$ cat config.mk
export PLATFORM = sky130hd
export DESIGN_NAME = attestation_frame_deframer_unit
export DESIGN_NICKNAME = d
export VERILOG_FILES = /design/src/afd_pkg.sv /design/src/attestation_frame_deframer_unit.sv /design/src/afd_core.sv
export SDC_FILE = /design/constraint.sdc
export NUM_CORES = 1
export LEC_CHECK = 0
export BUFFER_PORTS_ARGS = -buffer_cell sky130_fd_sc_hd__buf_2
export CAP_MARGIN = 20
export CORE_MARGIN = 2
export CORE_UTILIZATION = 57
export CTS_CLUSTER_SIZE = 20
export DETAILED_ROUTE_END_ITERATION = 10
export GPL_ROUTABILITY_DRIVEN = 0
export HOLD_SLACK_MARGIN = 0.06
export MAX_ROUTING_LAYER = met4
export PLACE_DENSITY_LB_ADDON = 0.15
export SYNTH_ARGS = -nofsm -noshare
export SYNTH_HDL_FRONTEND = slang
export SYNTH_HIERARCHICAL = 1
export SYNTH_SLANG_ARGS = --single-unit
export TNS_END_PERCENT = 50
$ cat constraint.sdc
create_clock -name clk -period 12.2 [get_ports clk]
set_clock_uncertainty 0.05 [all_clocks]
set_input_delay 0.61 -clock clk [delete_from_list [all_inputs] [get_ports clk]]
set_output_delay 0.61 -clock clk [all_outputs]
set_load 0.005 [all_outputs]
$ cat src/afd_pkg.sv
`default_nettype none
package afd_pkg;

  localparam int unsigned PAYLOAD_LIMIT_DEF = 1024 * 1024;
  localparam logic [31:0] HDR_MAGIC = 32'h3154_4143;
  localparam logic [15:0] HDR_VERSION = 16'd1;
  localparam logic [4:0] HEADER_LAST = 5'd19;

  localparam logic [15:0] KIND_MIN = 16'd1;
  localparam logic [15:0] KIND_MAX = 16'd4;

  localparam logic [2:0] ST_BUSY = 3'd0;
  localparam logic [2:0] ST_HDR_OK = 3'd1;
  localparam logic [2:0] ST_FRAME_OK = 3'd2;
  localparam logic [2:0] ST_HDR_ERR = 3'd3;
  localparam logic [2:0] ST_BODY_ERR = 3'd4;
  localparam logic [2:0] ST_HALTED = 3'd5;

  localparam logic [1:0] SEC_HEADER = 2'd0;
  localparam logic [1:0] SEC_PREFIX = 2'd1;
  localparam logic [1:0] SEC_CONTENT = 2'd2;
  localparam logic [1:0] SEC_HALT = 2'd3;

  localparam logic [1:0] FIELD_PAYLOAD = 2'd2;

  typedef struct packed {
    logic [2:0]  status;
    logic [2:0]  kind_code;
    logic [63:0] trans_id;
    logic [20:0] body_size;
    logic [1:0]  section;
    logic [1:0]  field_index;
    logic [7:0]  data_byte;
    logic        field_end;
  } result_t;

endpackage
`default_nettype wire

$ cat src/attestation_frame_deframer_unit.sv
// Byte-serial attestation frame deframer. One received byte is taken per clock and
// yields exactly one result, in the next cycle, from a single output register; a new
// byte is accepted whenever that register is empty or being emptied, so the sustained
// rate is one byte per cycle, set only by the downstream ready. A frame is a 20-byte
// little-endian header (magic, version, kind, transcript id, payload size) followed by
// three length-prefixed fields. Header ok reports kind, id and size; frame ok marks the
// byte that closes the body. Any header or body error halts the block until reset.
`default_nettype none
module attestation_frame_deframer_unit #(
  parameter int unsigned PAYLOAD_LIMIT = afd_pkg::PAYLOAD_LIMIT_DEF
) (
  input  wire logic        clk,
  input  wire logic        rst,
  input  wire logic        in_valid,
  output logic             in_ready,
  input  wire logic [7:0]  rx_byte,
  output logic             out_valid,
  input  wire logic        out_ready,
  output logic [2:0]       status,
  output logic [2:0]       kind_code,
  output logic [63:0]      trans_id,
  output logic [20:0]      body_size,
  output logic [1:0]       section,
  output logic [1:0]       field_index,
  output logic [7:0]       data_byte,
  output logic             field_end
);

  logic             take;
  afd_pkg::result_t res;
  afd_pkg::result_t held;

  assign in_ready = !out_valid || out_ready;
  assign take = in_valid && in_ready;

  afd_core #(
    .PAYLOAD_LIMIT(PAYLOAD_LIMIT)
  ) u_core (
    .clk(clk),
    .rst(rst),
    .take(take),
    .rx_byte(rx_byte),
    .res(res)
  );

  always_ff @(posedge clk) begin
    if (rst) begin
      out_valid <= 1'b0;
    end else if (in_ready) begin
      out_valid <= in_valid;
    end
  end

  always_ff @(posedge clk) begin
    if (take) begin
      held <= res;
    end
  end

  assign status = held.status;
  assign kind_code = held.kind_code;
  assign trans_id = held.trans_id;
  assign body_size = held.body_size;
  assign section = held.section;
  assign field_index = held.field_index;
  assign data_byte = held.data_byte;
  assign field_end = held.field_end;

endmodule
`default_nettype wire

$ cat src/afd_core.sv
`default_nettype none
module afd_core #(
  parameter int unsigned PAYLOAD_LIMIT = afd_pkg::PAYLOAD_LIMIT_DEF
) (
  input  wire logic            clk,
  input  wire logic            rst,
  input  wire logic            take,
  input  wire logic [7:0]      rx_byte,
  output afd_pkg::result_t     res
);

  localparam int unsigned CNT_W = $clog2(PAYLOAD_LIMIT + 1);
  localparam logic [31:0] SIZE_CAP = 32'(PAYLOAD_LIMIT);

  localparam logic [1:0] PH_HEADER = 2'd0;
  localparam logic [1:0] PH_PREFIX = 2'd1;
  localparam logic [1:0] PH_CONTENT = 2'd2;
  localparam logic [1:0] PH_HALT = 2'd3;

  logic [1:0]       phase, phase_next;
  logic [4:0]       header_count, header_count_next;
  logic [CNT_W-1:0] body_remaining, body_remaining_next;
  logic [1:0]       field_number, field_number_next;
  logic [1:0]       prefix_count, prefix_count_next;
  logic [CNT_W-1:0] field_remaining, field_remaining_next;

  // header and prefix bytes are overwritten in place, so no clear is needed
  logic [31:0] magic_acc;
  logic [15:0] version_acc;
  logic [15:0] kind_acc;
  logic [63:0] transcript_acc;
  logic [23:0] size_acc;
  logic [23:0] prefix_value;

  logic [31:0]      size_full;
  logic [31:0]      prefix_full;
  logic [CNT_W-1:0] body_dec;
  logic [CNT_W-1:0] field_dec;
  logic             header_ok;
  logic             field_done;

  assign size_full = {rx_byte, size_acc};
  assign prefix_full = {rx_byte, prefix_value};
  assign body_dec = (body_remaining != '0) ? body_remaining - 1'b1 : body_remaining;
  assign field_dec = (field_remaining != '0) ? field_remaining - 1'b1 : field_remaining;
  assign header_ok = (magic_acc == afd_pkg::HDR_MAGIC) &&
                     (version_acc == afd_pkg::HDR_VERSION) &&
                     (size_full <= SIZE_CAP) &&
                     (kind_acc >= afd_pkg::KIND_MIN) && (kind_acc <= afd_pkg::KIND_MAX);

  always_comb begin
    phase_next = phase;
    header_count_next = header_count;
    body_remaining_next = body_remaining;
    field_number_next = field_number;
    prefix_count_next = prefix_count;
    field_remaining_next = field_remaining;
    field_done = 1'b0;
    res = '0;
    res.data_byte = rx_byte;
    res.status = afd_pkg::ST_BUSY;

    case (phase)
      PH_HEADER: begin
        res.section = afd_pkg::SEC_HEADER;
        if (header_count == afd_pkg::HEADER_LAST) begin
          if (!header_ok) begin
            res.status = afd_pkg::ST_HDR_ERR;
            phase_next = PH_HALT;
          end else if (size_full == '0) begin
            res.status = afd_pkg::ST_BODY_ERR;
            phase_next = PH_HALT;
          end else begin
            res.status = afd_pkg::ST_HDR_OK;
            res.kind_code = kind_acc[2:0];
            res.trans_id = transcript_acc;
            res.body_size = size_full[20:0];
            body_remaining_next = size_full[CNT_W-1:0];
            field_number_next = '0;
            prefix_count_next = '0;
            field_remaining_next = '0;
            phase_next = PH_PREFIX;
          end
        end else begin
          header_count_next = header_count + 1'b1;
        end
      end
      PH_PREFIX: begin
        res.section = afd_pkg::SEC_PREFIX;
        res.field_index = field_number;
        body_remaining_next = body_dec;
        if (prefix_count == 2'd3) begin
          if (prefix_full > 32'(body_dec)) begin
            res.status = afd_pkg::ST_BODY_ERR;
            phase_next = PH_HALT;
          end else if (prefix_full == '0) begin
            field_done = 1'b1;
          end else begin
            field_remaining_next = prefix_full[CNT_W-1:0];
            phase_next = PH_CONTENT;
          end
        end else if (body_dec == '0) begin
          res.status = afd_pkg::ST_BODY_ERR;
          phase_next = PH_HALT;
        end else begin
          prefix_count_next = prefix_count + 1'b1;
        end
      end
      PH_CONTENT: begin
        res.section = afd_pkg::SEC_CONTENT;
        res.field_index = field_number;
        body_remaining_next = body_dec;
        field_remaining_next = field_dec;
        if (field_dec == '0) begin
          res.field_end = 1'b1;
          field_done = 1'b1;
        end
      end
      default: begin
        res.status = afd_pkg::ST_HALTED;
        res.section = afd_pkg::SEC_HALT;
        res.data_byte = '0;
      end
    endcase

    // close the field: next field, end of frame, or body length mismatch
    if (field_done) begin
      if (field_number >= afd_pkg::FIELD_PAYLOAD) begin
        if (body_dec == '0) begin
          res.status = afd_pkg::ST_FRAME_OK;
          header_count_next = '0;
          field_number_next = '0;
          prefix_count_next = '0;
          field_remaining_next = '0;
          phase_next = PH_HEADER;
        end else begin
          res.status = afd_pkg::ST_BODY_ERR;
          phase_next = PH_HALT;
        end
      end else begin
        field_number_next = field_number + 1'b1;
        prefix_count_next = '0;
        field_remaining_next = '0;
        phase_next = PH_PREFIX;
        if (body_dec == '0) begin
          res.status = afd_pkg::ST_BODY_ERR;
          phase_next = PH_HALT;
        end
      end
    end
  end

  always_ff @(posedge clk) begin
    if (rst) begin
      phase <= PH_HEADER;
      header_count <= '0;
      body_remaining <= '0;
      field_number <= '0;
      prefix_count <= '0;
      field_remaining <= '0;
    end else if (take) begin
      phase <= phase_next;
      header_count <= header_count_next;
      body_remaining <= body_remaining_next;
      field_number <= field_number_next;
      prefix_count <= prefix_count_next;
      field_remaining <= field_remaining_next;
    end
  end

  always_ff @(posedge clk) begin
    if (take && phase == PH_HEADER) begin
      if (header_count < 5'd4) begin
        magic_acc[header_count[1:0]*8 +: 8] <= rx_byte;
      end else if (header_count < 5'd6) begin
        version_acc[header_count[0]*8 +: 8] <= rx_byte;
      end else if (header_count < 5'd8) begin
        kind_acc[header_count[0]*8 +: 8] <= rx_byte;
      end else if (header_count < 5'd16) begin
        transcript_acc[header_count[2:0]*8 +: 8] <= rx_byte;
      end else if (header_count < afd_pkg::HEADER_LAST) begin
        size_acc[header_count[1:0]*8 +: 8] <= rx_byte;
      end
    end
    if (take && phase == PH_PREFIX && prefix_count != 2'd3) begin
      prefix_value[prefix_count*8 +: 8] <= rx_byte;
    end
  end

endmodule
`default_nettype wire

== After elaboration in Yosys (flattened, before gate mapping) ==
Cells that the tools add are included.

* Word-level logic and storage cells: 173
* Output and inout port bits: 106
* Bits of input ports: 12
* Bits in registers: 334

* Multiplexer cells: 74
* $lt $le $gt $ge: 10
* Reduce and logical (&&, ||, !) cells: 29
* $add $sub $neg: 9
* Shift-type cells: 10
* Bitwise gates (word level): 7
* Equal/unequal tests: 13

{| class="wikitable"
|+ Operator list
! kind !! number
|-
| 21-bit 2-to-1 mux || 14
|-
| 88-bit 2-to-1 mux || 2
|-
| 91-bit 2-to-1 mux || 1
|-
| 5-bit negator with 34-bit output || 2
|-
| 8-bit by 34-bit variable shift with 24-bit output (first input constant) || 2
|-
| 8-bit by 34-bit variable part select with 24-bit output || 2
|-
| 64-bit bitwise mux || 1
|-
| 32-bit zero test || 2
|-
| 8-bit by 34-bit variable shift with 64-bit output (first input constant) || 1
|-
| 8-bit by 34-bit variable part select with 64-bit output || 1
|-
| 21-bit case mux with 3 select lines || 1
|-
| 2-bit 2-to-1 mux || 26
|-
| 24-bit bitwise mux || 2
|-
| 21-bit zero test || 2
|-
| 21-bit case mux with 2 select lines || 1
|-
| 21-bit nonzero test || 2
|-
| 21-bit by 1-bit subtractor with 21-bit output (second input constant) || 2
|-
| 4-bit negator with 34-bit output || 1
|-
| 6-bit negator with 34-bit output || 1
|-
| 8-bit by 34-bit variable shift with 16-bit output (first input constant) || 1
|-
| 8-bit by 34-bit variable shift with 32-bit output (first input constant) || 1
|-
| 8-bit by 34-bit variable part select with 16-bit output || 1
|-
| 8-bit by 34-bit variable part select with 32-bit output || 1
|-
| 16-bit bitwise mux || 2
|-
| other kinds (43) || 80
|}

== Depth between registers and ports, before layout ==
* Depth after elaboration: 11
* Gate-level depth with buffers: 21

== Cells and area by module ==
Netlist, hierarchy kept.

{| class="wikitable"
|+ Modules (own cells, without submodules)
! module !! times used !! area an instance (um^2) !! sequential area each (um^2) !! cells each
|-
| afd_core || 1 || 12649.6 || 6346.1 || 1242
|-
| attestation_frame_deframer_unit || 1 || 3178.0 || 3143.0 || 109
|}

== Least setup slack after synthesis ==
No wires, ideal clock.

* Path type: reg-to-reg
* Start: register u_core.body_remaining[0]
* End: register u_core.field_remaining[13]
* Period minus slack after synthesis: 4441 ps
* Library setup time: 124 ps
* Arrival time: 4267 ps
* Data required time: 12026 ps
* Cell stages (with the launch flop): 22
* Path slack: 7759 ps
* Cell sequence: dfxtp_1 > buf_4 > inv_1 > ha_1 > nor4b_4 > nand4_1 > nor3_1 > buf_4 > or4b_2 > xor2_1 > ha_1 > nand4_1 > or3_1 > nor4_1 > a21oi_1 > a2111oi_0 > o21bai_2 > and2_1 > buf_2 > a2111o_1 > buf_6 > o2bb2ai_2

* Longest elaborated chain between the ends: 9
* Elaborated cells between the ends (all ways): 14
* Classes of those cells: 1 x add/sub; 1 x order compare; 10 x mux; 2 x reduce/logical

{| class="wikitable"
|+ Ends and longest elaborated chain
! what !! RTL line !! text
|-
| start, declared || afd_core.sv:22 || <nowiki>logic [CNT_W-1:0] body_remaining, body_remaining_next;</nowiki>
|-
| start signal, assigned || afd_core.sv:164 || <nowiki>body_remaining <= body_remaining_next;</nowiki>
|-
| 21-bit by 1-bit subtractor with 21-bit output / 21-bit nonzero test (equally long branches) || afd_core.sv:44 || <nowiki>assign body_dec = (body_remaining != '0) ? body_remaining - 1'b1 : body_remaining;</nowiki>
|-
| 21-bit 2-to-1 mux * || afd_core.sv:44 ||
|-
| 32-bit by 21-bit > comparator with 1-bit output || afd_core.sv:93 || <nowiki>if (prefix_full > 32'(body_dec)) begin</nowiki>
|-
| 21-bit 2-to-1 mux || afd_core.sv:93 ||
|-
| 21-bit 2-to-1 mux || afd_core.sv:92 || <nowiki>if (prefix_count == 2'd3) begin</nowiki>
|-
| 21-bit case mux with 3 select lines || afd_core.sv:63 || <nowiki>case (phase)</nowiki>
|-
| 21-bit 2-to-1 mux || afd_core.sv:129 || <nowiki>if (body_dec == '0) begin</nowiki>
|-
| 21-bit 2-to-1 mux || afd_core.sv:128 || <nowiki>if (field_number >= afd_pkg::FIELD_PAYLOAD) begin</nowiki>
|-
| 21-bit 2-to-1 mux * || afd_core.sv:127 || <nowiki>if (field_done) begin</nowiki>
|-
| end signal, assigned || afd_core.sv:167 || <nowiki>field_remaining <= field_remaining_next;</nowiki>
|-
| end, declared || afd_core.sv:25 || <nowiki>logic [CNT_W-1:0] field_remaining, field_remaining_next;</nowiki>
|}

Mark *: on every way between the ends. The rest lies on a longest branch, timed or not.
A chain may end at the register's enable or synchronous reset.

== Worst setup path in the final report ==
* Start: register u_core.body_remaining[0]
* End: register u_core.field_remaining[19]

The elaborated chain is that of the path after synthesis.

==> flow_metrics.env <==
export IMPL_synthTopCellsByArea="edfxtp_1, dfxtp_1, and2_1"
export IMPL_start_util=0.5840
export IMPL_fill_cells=2029
export IMPL_fin_crit_ps=5522
export IMPL_synth_area_per_cell_um2=11.72
export IMPL_reg2reg_from="u_core/body_remaining[0]$_SDFFE_PP0P_"
export IMPL_endpoint_kind="register"
export IMPL_grt_overflow_total=0
export IMPL_cts_sinks=334
export IMPL_core_region_area_um2=27100
export IMPL_post_cts_buffers=0
export IMPL_yosysWarnings=6
export IMPL_powerDensity_nw_per_um2=137.5
export IMPL_grt_start_max_net_pins=78
export IMPL_max_freq_ghz=0.1811
export IMPL_core_rowCount=60
export IMPL_cp_required_ps=12560
export IMPL_syn_area_um2=15830
export IMPL_postRouteAntennaNets=0
export IMPL_crit_type="reg2reg"
export IMPL_maxCapViolCount=0
export IMPL_cp_endpoint="u_core/field_remaining[19]$_SDFFE_PP0P_"
export IMPL_r2r_end="u_core/field_remaining[19]$_SDFFE_PP0P_"
export IMPL_synthCells=1351
export IMPL_hold_ws_ps=296.1
export IMPL_rr_worst_depth=19
export IMPL_worst_slack_ps=6678
export IMPL_wirelength_mm=39.54
export IMPL_grt_pass1_vias=10583
export IMPL_antennaDiodeCount=0
export IMPL_max_slew_margin_rel=0.2741
export IMPL_cp_start_kind="register"
export IMPL_grt_pass1_wl_mm=60.11
export IMPL_die_width_um=170.6
export IMPL_io_pins=118
export IMPL_drc_errors=0
export IMPL_synthFlopType="edfxtp_1"
export IMPL_synth_cell_types=87
export IMPL_track_usage=0.2794
export IMPL_cts_buffers=35
export IMPL_finalCritPeriodShare=0.4527
export IMPL_routed_via_density=6.148
export IMPL_pre_cts_ws_ps=6557
export IMPL_layout_drive_gt1_share=0.1605
export IMPL_synthArstFlopShare=0
export IMPL_clkTransAtPathRegs_ps=60
export IMPL_synthToLayoutAreaGrowth_pct=12.50
export IMPL_cts_hold_buf=0
export IMPL_cp_startpoint="u_core/body_remaining[0]$_SDFFE_PP0P_"
export IMPL_die_y_um=170.6
export IMPL_cp_arrival_ps=5890
export IMPL_path_max_fanout=12
export IMPL_clkPwrFrac=0.435
export IMPL_ctsResizeCount=0
export IMPL_r2r_slack_ps=6680
export IMPL_synth_enable_flop_cells=280
export IMPL_drt_first_pass_iters=5
export IMPL_die_area_um2=29120
export IMPL_internal_power_uw=1915
export IMPL_leakage_uw=0.006559
export IMPL_rsz0062_at_grt="no"
export IMPL_synth_seq_cells=334
export IMPL_syn_nets=1405
export IMPL_num_vias=11324
export IMPL_drtIter0Drc=1143
export IMPL_clock_latency_ps=530
export IMPL_place_detailed_hpwl_mm=27.12
export IMPL_final_nets=1499
export IMPL_sequentialPowerShare=0.520
export IMPL_yosysSeqAreaShare=0.5995
export IMPL_power_frac_comb=0.045
export IMPL_cts_tree="yes"
export IMPL_antenna_found_initial=0
export IMPL_setup_tns_ps=0
export IMPL_ir_drop_mv=0.1563
export IMPL_routedWlPerCell_um=21.46
export IMPL_p_sw_uw=532.6
export IMPL_worst_slew_pin_transition_ps=1080
export IMPL_finalSetupViolations=0
export IMPL_min_path_type="in2reg"
export IMPL_drv_slew=0
export IMPL_yosysTopAreaCellShare=0.5312
export IMPL_p_sw_frac=0.2176
export IMPL_htreeDepth=2
export IMPL_status="complete, no violations"
export IMPL_hold_violations=0
export IMPL_clock_path_buffers=3
export IMPL_io_buffers=117
export IMPL_synth_top_area_cell="edfxtp_1"
export IMPL_cts_root_buffer="clkbuf_16"
[state kept, by name, indices dropped and copies added, names as in the netlist, 2 cells and up]
name,count
body_size,21
u_core/header_count,5
u_core/body_remaining,21
status,3
field_index,2
u_core/kind_acc,16
u_core/field_number,2
u_core/field_remaining,21
u_core/size_acc,24
u_core/prefix_value,24
section,2
u_core/magic_acc,32
u_core/phase,2
u_core/prefix_count,2
trans_id,64
u_core/version_acc,16
u_core/transcript_acc,64
data_byte,8
kind_code,3
[cell usage after synthesis, types with 5 or more instances]
library cell	count
o31ai_1	8
nor3b_1	8
nor2b_1	18
and3_1	12
or4_1	10
clkbuf_1	49
nand2_1	92
buf_4	6
a21o_1	7
edfxtp_1	280
nor4_2	6
nand4_1	25
xnor2_1	12
nor4b_1	12
dfxtp_1	54
nor3_1	38
nand2b_1	12
xor2_1	14
o2bb2ai_2	20
a21oi_1	49
o211ai_1	8
a211oi_1	13
a22oi_1	19
inv_1	39
ha_1	42
or2_2	7
and2_1	142
nand3_1	23
a31oi_1	7
mux2i_1	5
o21ai_0	16
or3_1	8
nor4_1	35
nor2_1	163
buf_2	9
[cell usage in the layout, fill, tap and decap left out, types with 16 or more instances in the layout]
master and instances:
nor2_1 162, nor3_1 38, nand2_1 92, nor4_1 35
buf_2 117, edfxtp_1 280, dfxtp_1 54, a21oi_1 48
o21ai_0 16, nand4_1 25, o2bb2ai_2 20, inv_1 39
ha_1 42, nor2b_1 18, and2_1 142, a22oi_1 19
nand3_1 23, clkbuf_16 35
[stage by stage]
| stage | utilization | power (uW) | cell area [um^2] | cells |
|---|---|---|---|---|
| 5_1_grt | 0.6570 | 2515 | 17810 | 1842 |
| 2_1_floorplan | - | 1352 | 15830 | 1351 |
| 6_report | 0.6570 | 2448 | 17810 | 1842 |
| 3_5_place_dp | 0.6139 | 1405 | 16640 | 1779 |
| 4_1_cts | 0.6565 | 2465 | 17790 | 1841 |
| 3_3_place_gp | 0.6139 | 1403 | 16640 | 1779 |
[kinds of logic (layout without fill, tap and decap cells)]
kind of cell / Yosys count / count (layout) / synth area share
flops: 334 / 334 / 0.5995
xor+xnor: 26 / 26 / 0.01439
buf+inv: 110 / 229 / 0.03012
mux: 6 / 6 / 0.003874
compound gates: 190 / 190 / 0.09320
simple gates: 643 / 643 / 0.2257
fa+ha+maj: 42 / 42 / 0.03320
[per-layer routing]
metal  GRT usage  share of wire  up-vias
li1            -              -     5154
met1      0.3746           0.41     5511
met2      0.4372           0.48      555
met3     0.04210          0.077      104
met4      0.1011          0.033        0
met5           -              0        -
[worst min-delay path by stage]
stage	start	endpoint	slack, ps	depth (start not counted)
CTS	in_valid	out_valid$_SDFFE_PP0P_	280	3
global placement	out_valid$_SDFFE_PP0P_	out_valid$_SDFFE_PP0P_	440	2
finish	in_valid	out_valid$_SDFFE_PP0P_	300	3
floorplan	u_core/body_remaining[5]$_SDFFE_PP0P_	u_core/body_remaining[5]$_SDFFE_PP0P_	400	2
detailed placement	u_core/transcript_acc[11]$_DFFE_PP_	trans_id[11]$_DFFE_PP_	450	1
global route	in_valid	out_valid$_SDFFE_PP0P_	290	3
[power groups by stage]
stage,combinational [uW],sequential (uW),clock (uW)
2_1_floorplan,58.8,1290,0
3_3_place_gp,108,1300,0
3_5_place_dp,109,1300,0
4_1_cts,110,1270,1080
5_1_grt,120,1270,1120
6_report,111,1270,1070
[critical path, cell delays in order, from the launching register on]
cell and delay [ps]:
dfxtp_1 510, inv_1 140, ha_1 220, nor4b_4 150, nand4_1 140, nor3_1 70
buf_4 180, or4b_2 650, xor2_1 180, ha_1 310, nand4_1 140, or3_1 370
nor4_1 300, a21oi_1 150, a2111oi_0 420, o21bai_2 230, and2_1 290, a2111o_1 580
buf_8 250, o2bb2ai_1 90
[layout make-up]
class	count	area (um^2)	area share
multi-input combinational	907	5884	0.3305
sequential	334	9489	0.5329
inverter	41	153.9	0.008643
tap	372	465.4	0.02614
timing repair buffer	126	660.6	0.03710
clock buffer	47	960.9	0.05397
clock inverter	15	191.4	0.01075
(Power assumes the default switching activity.)
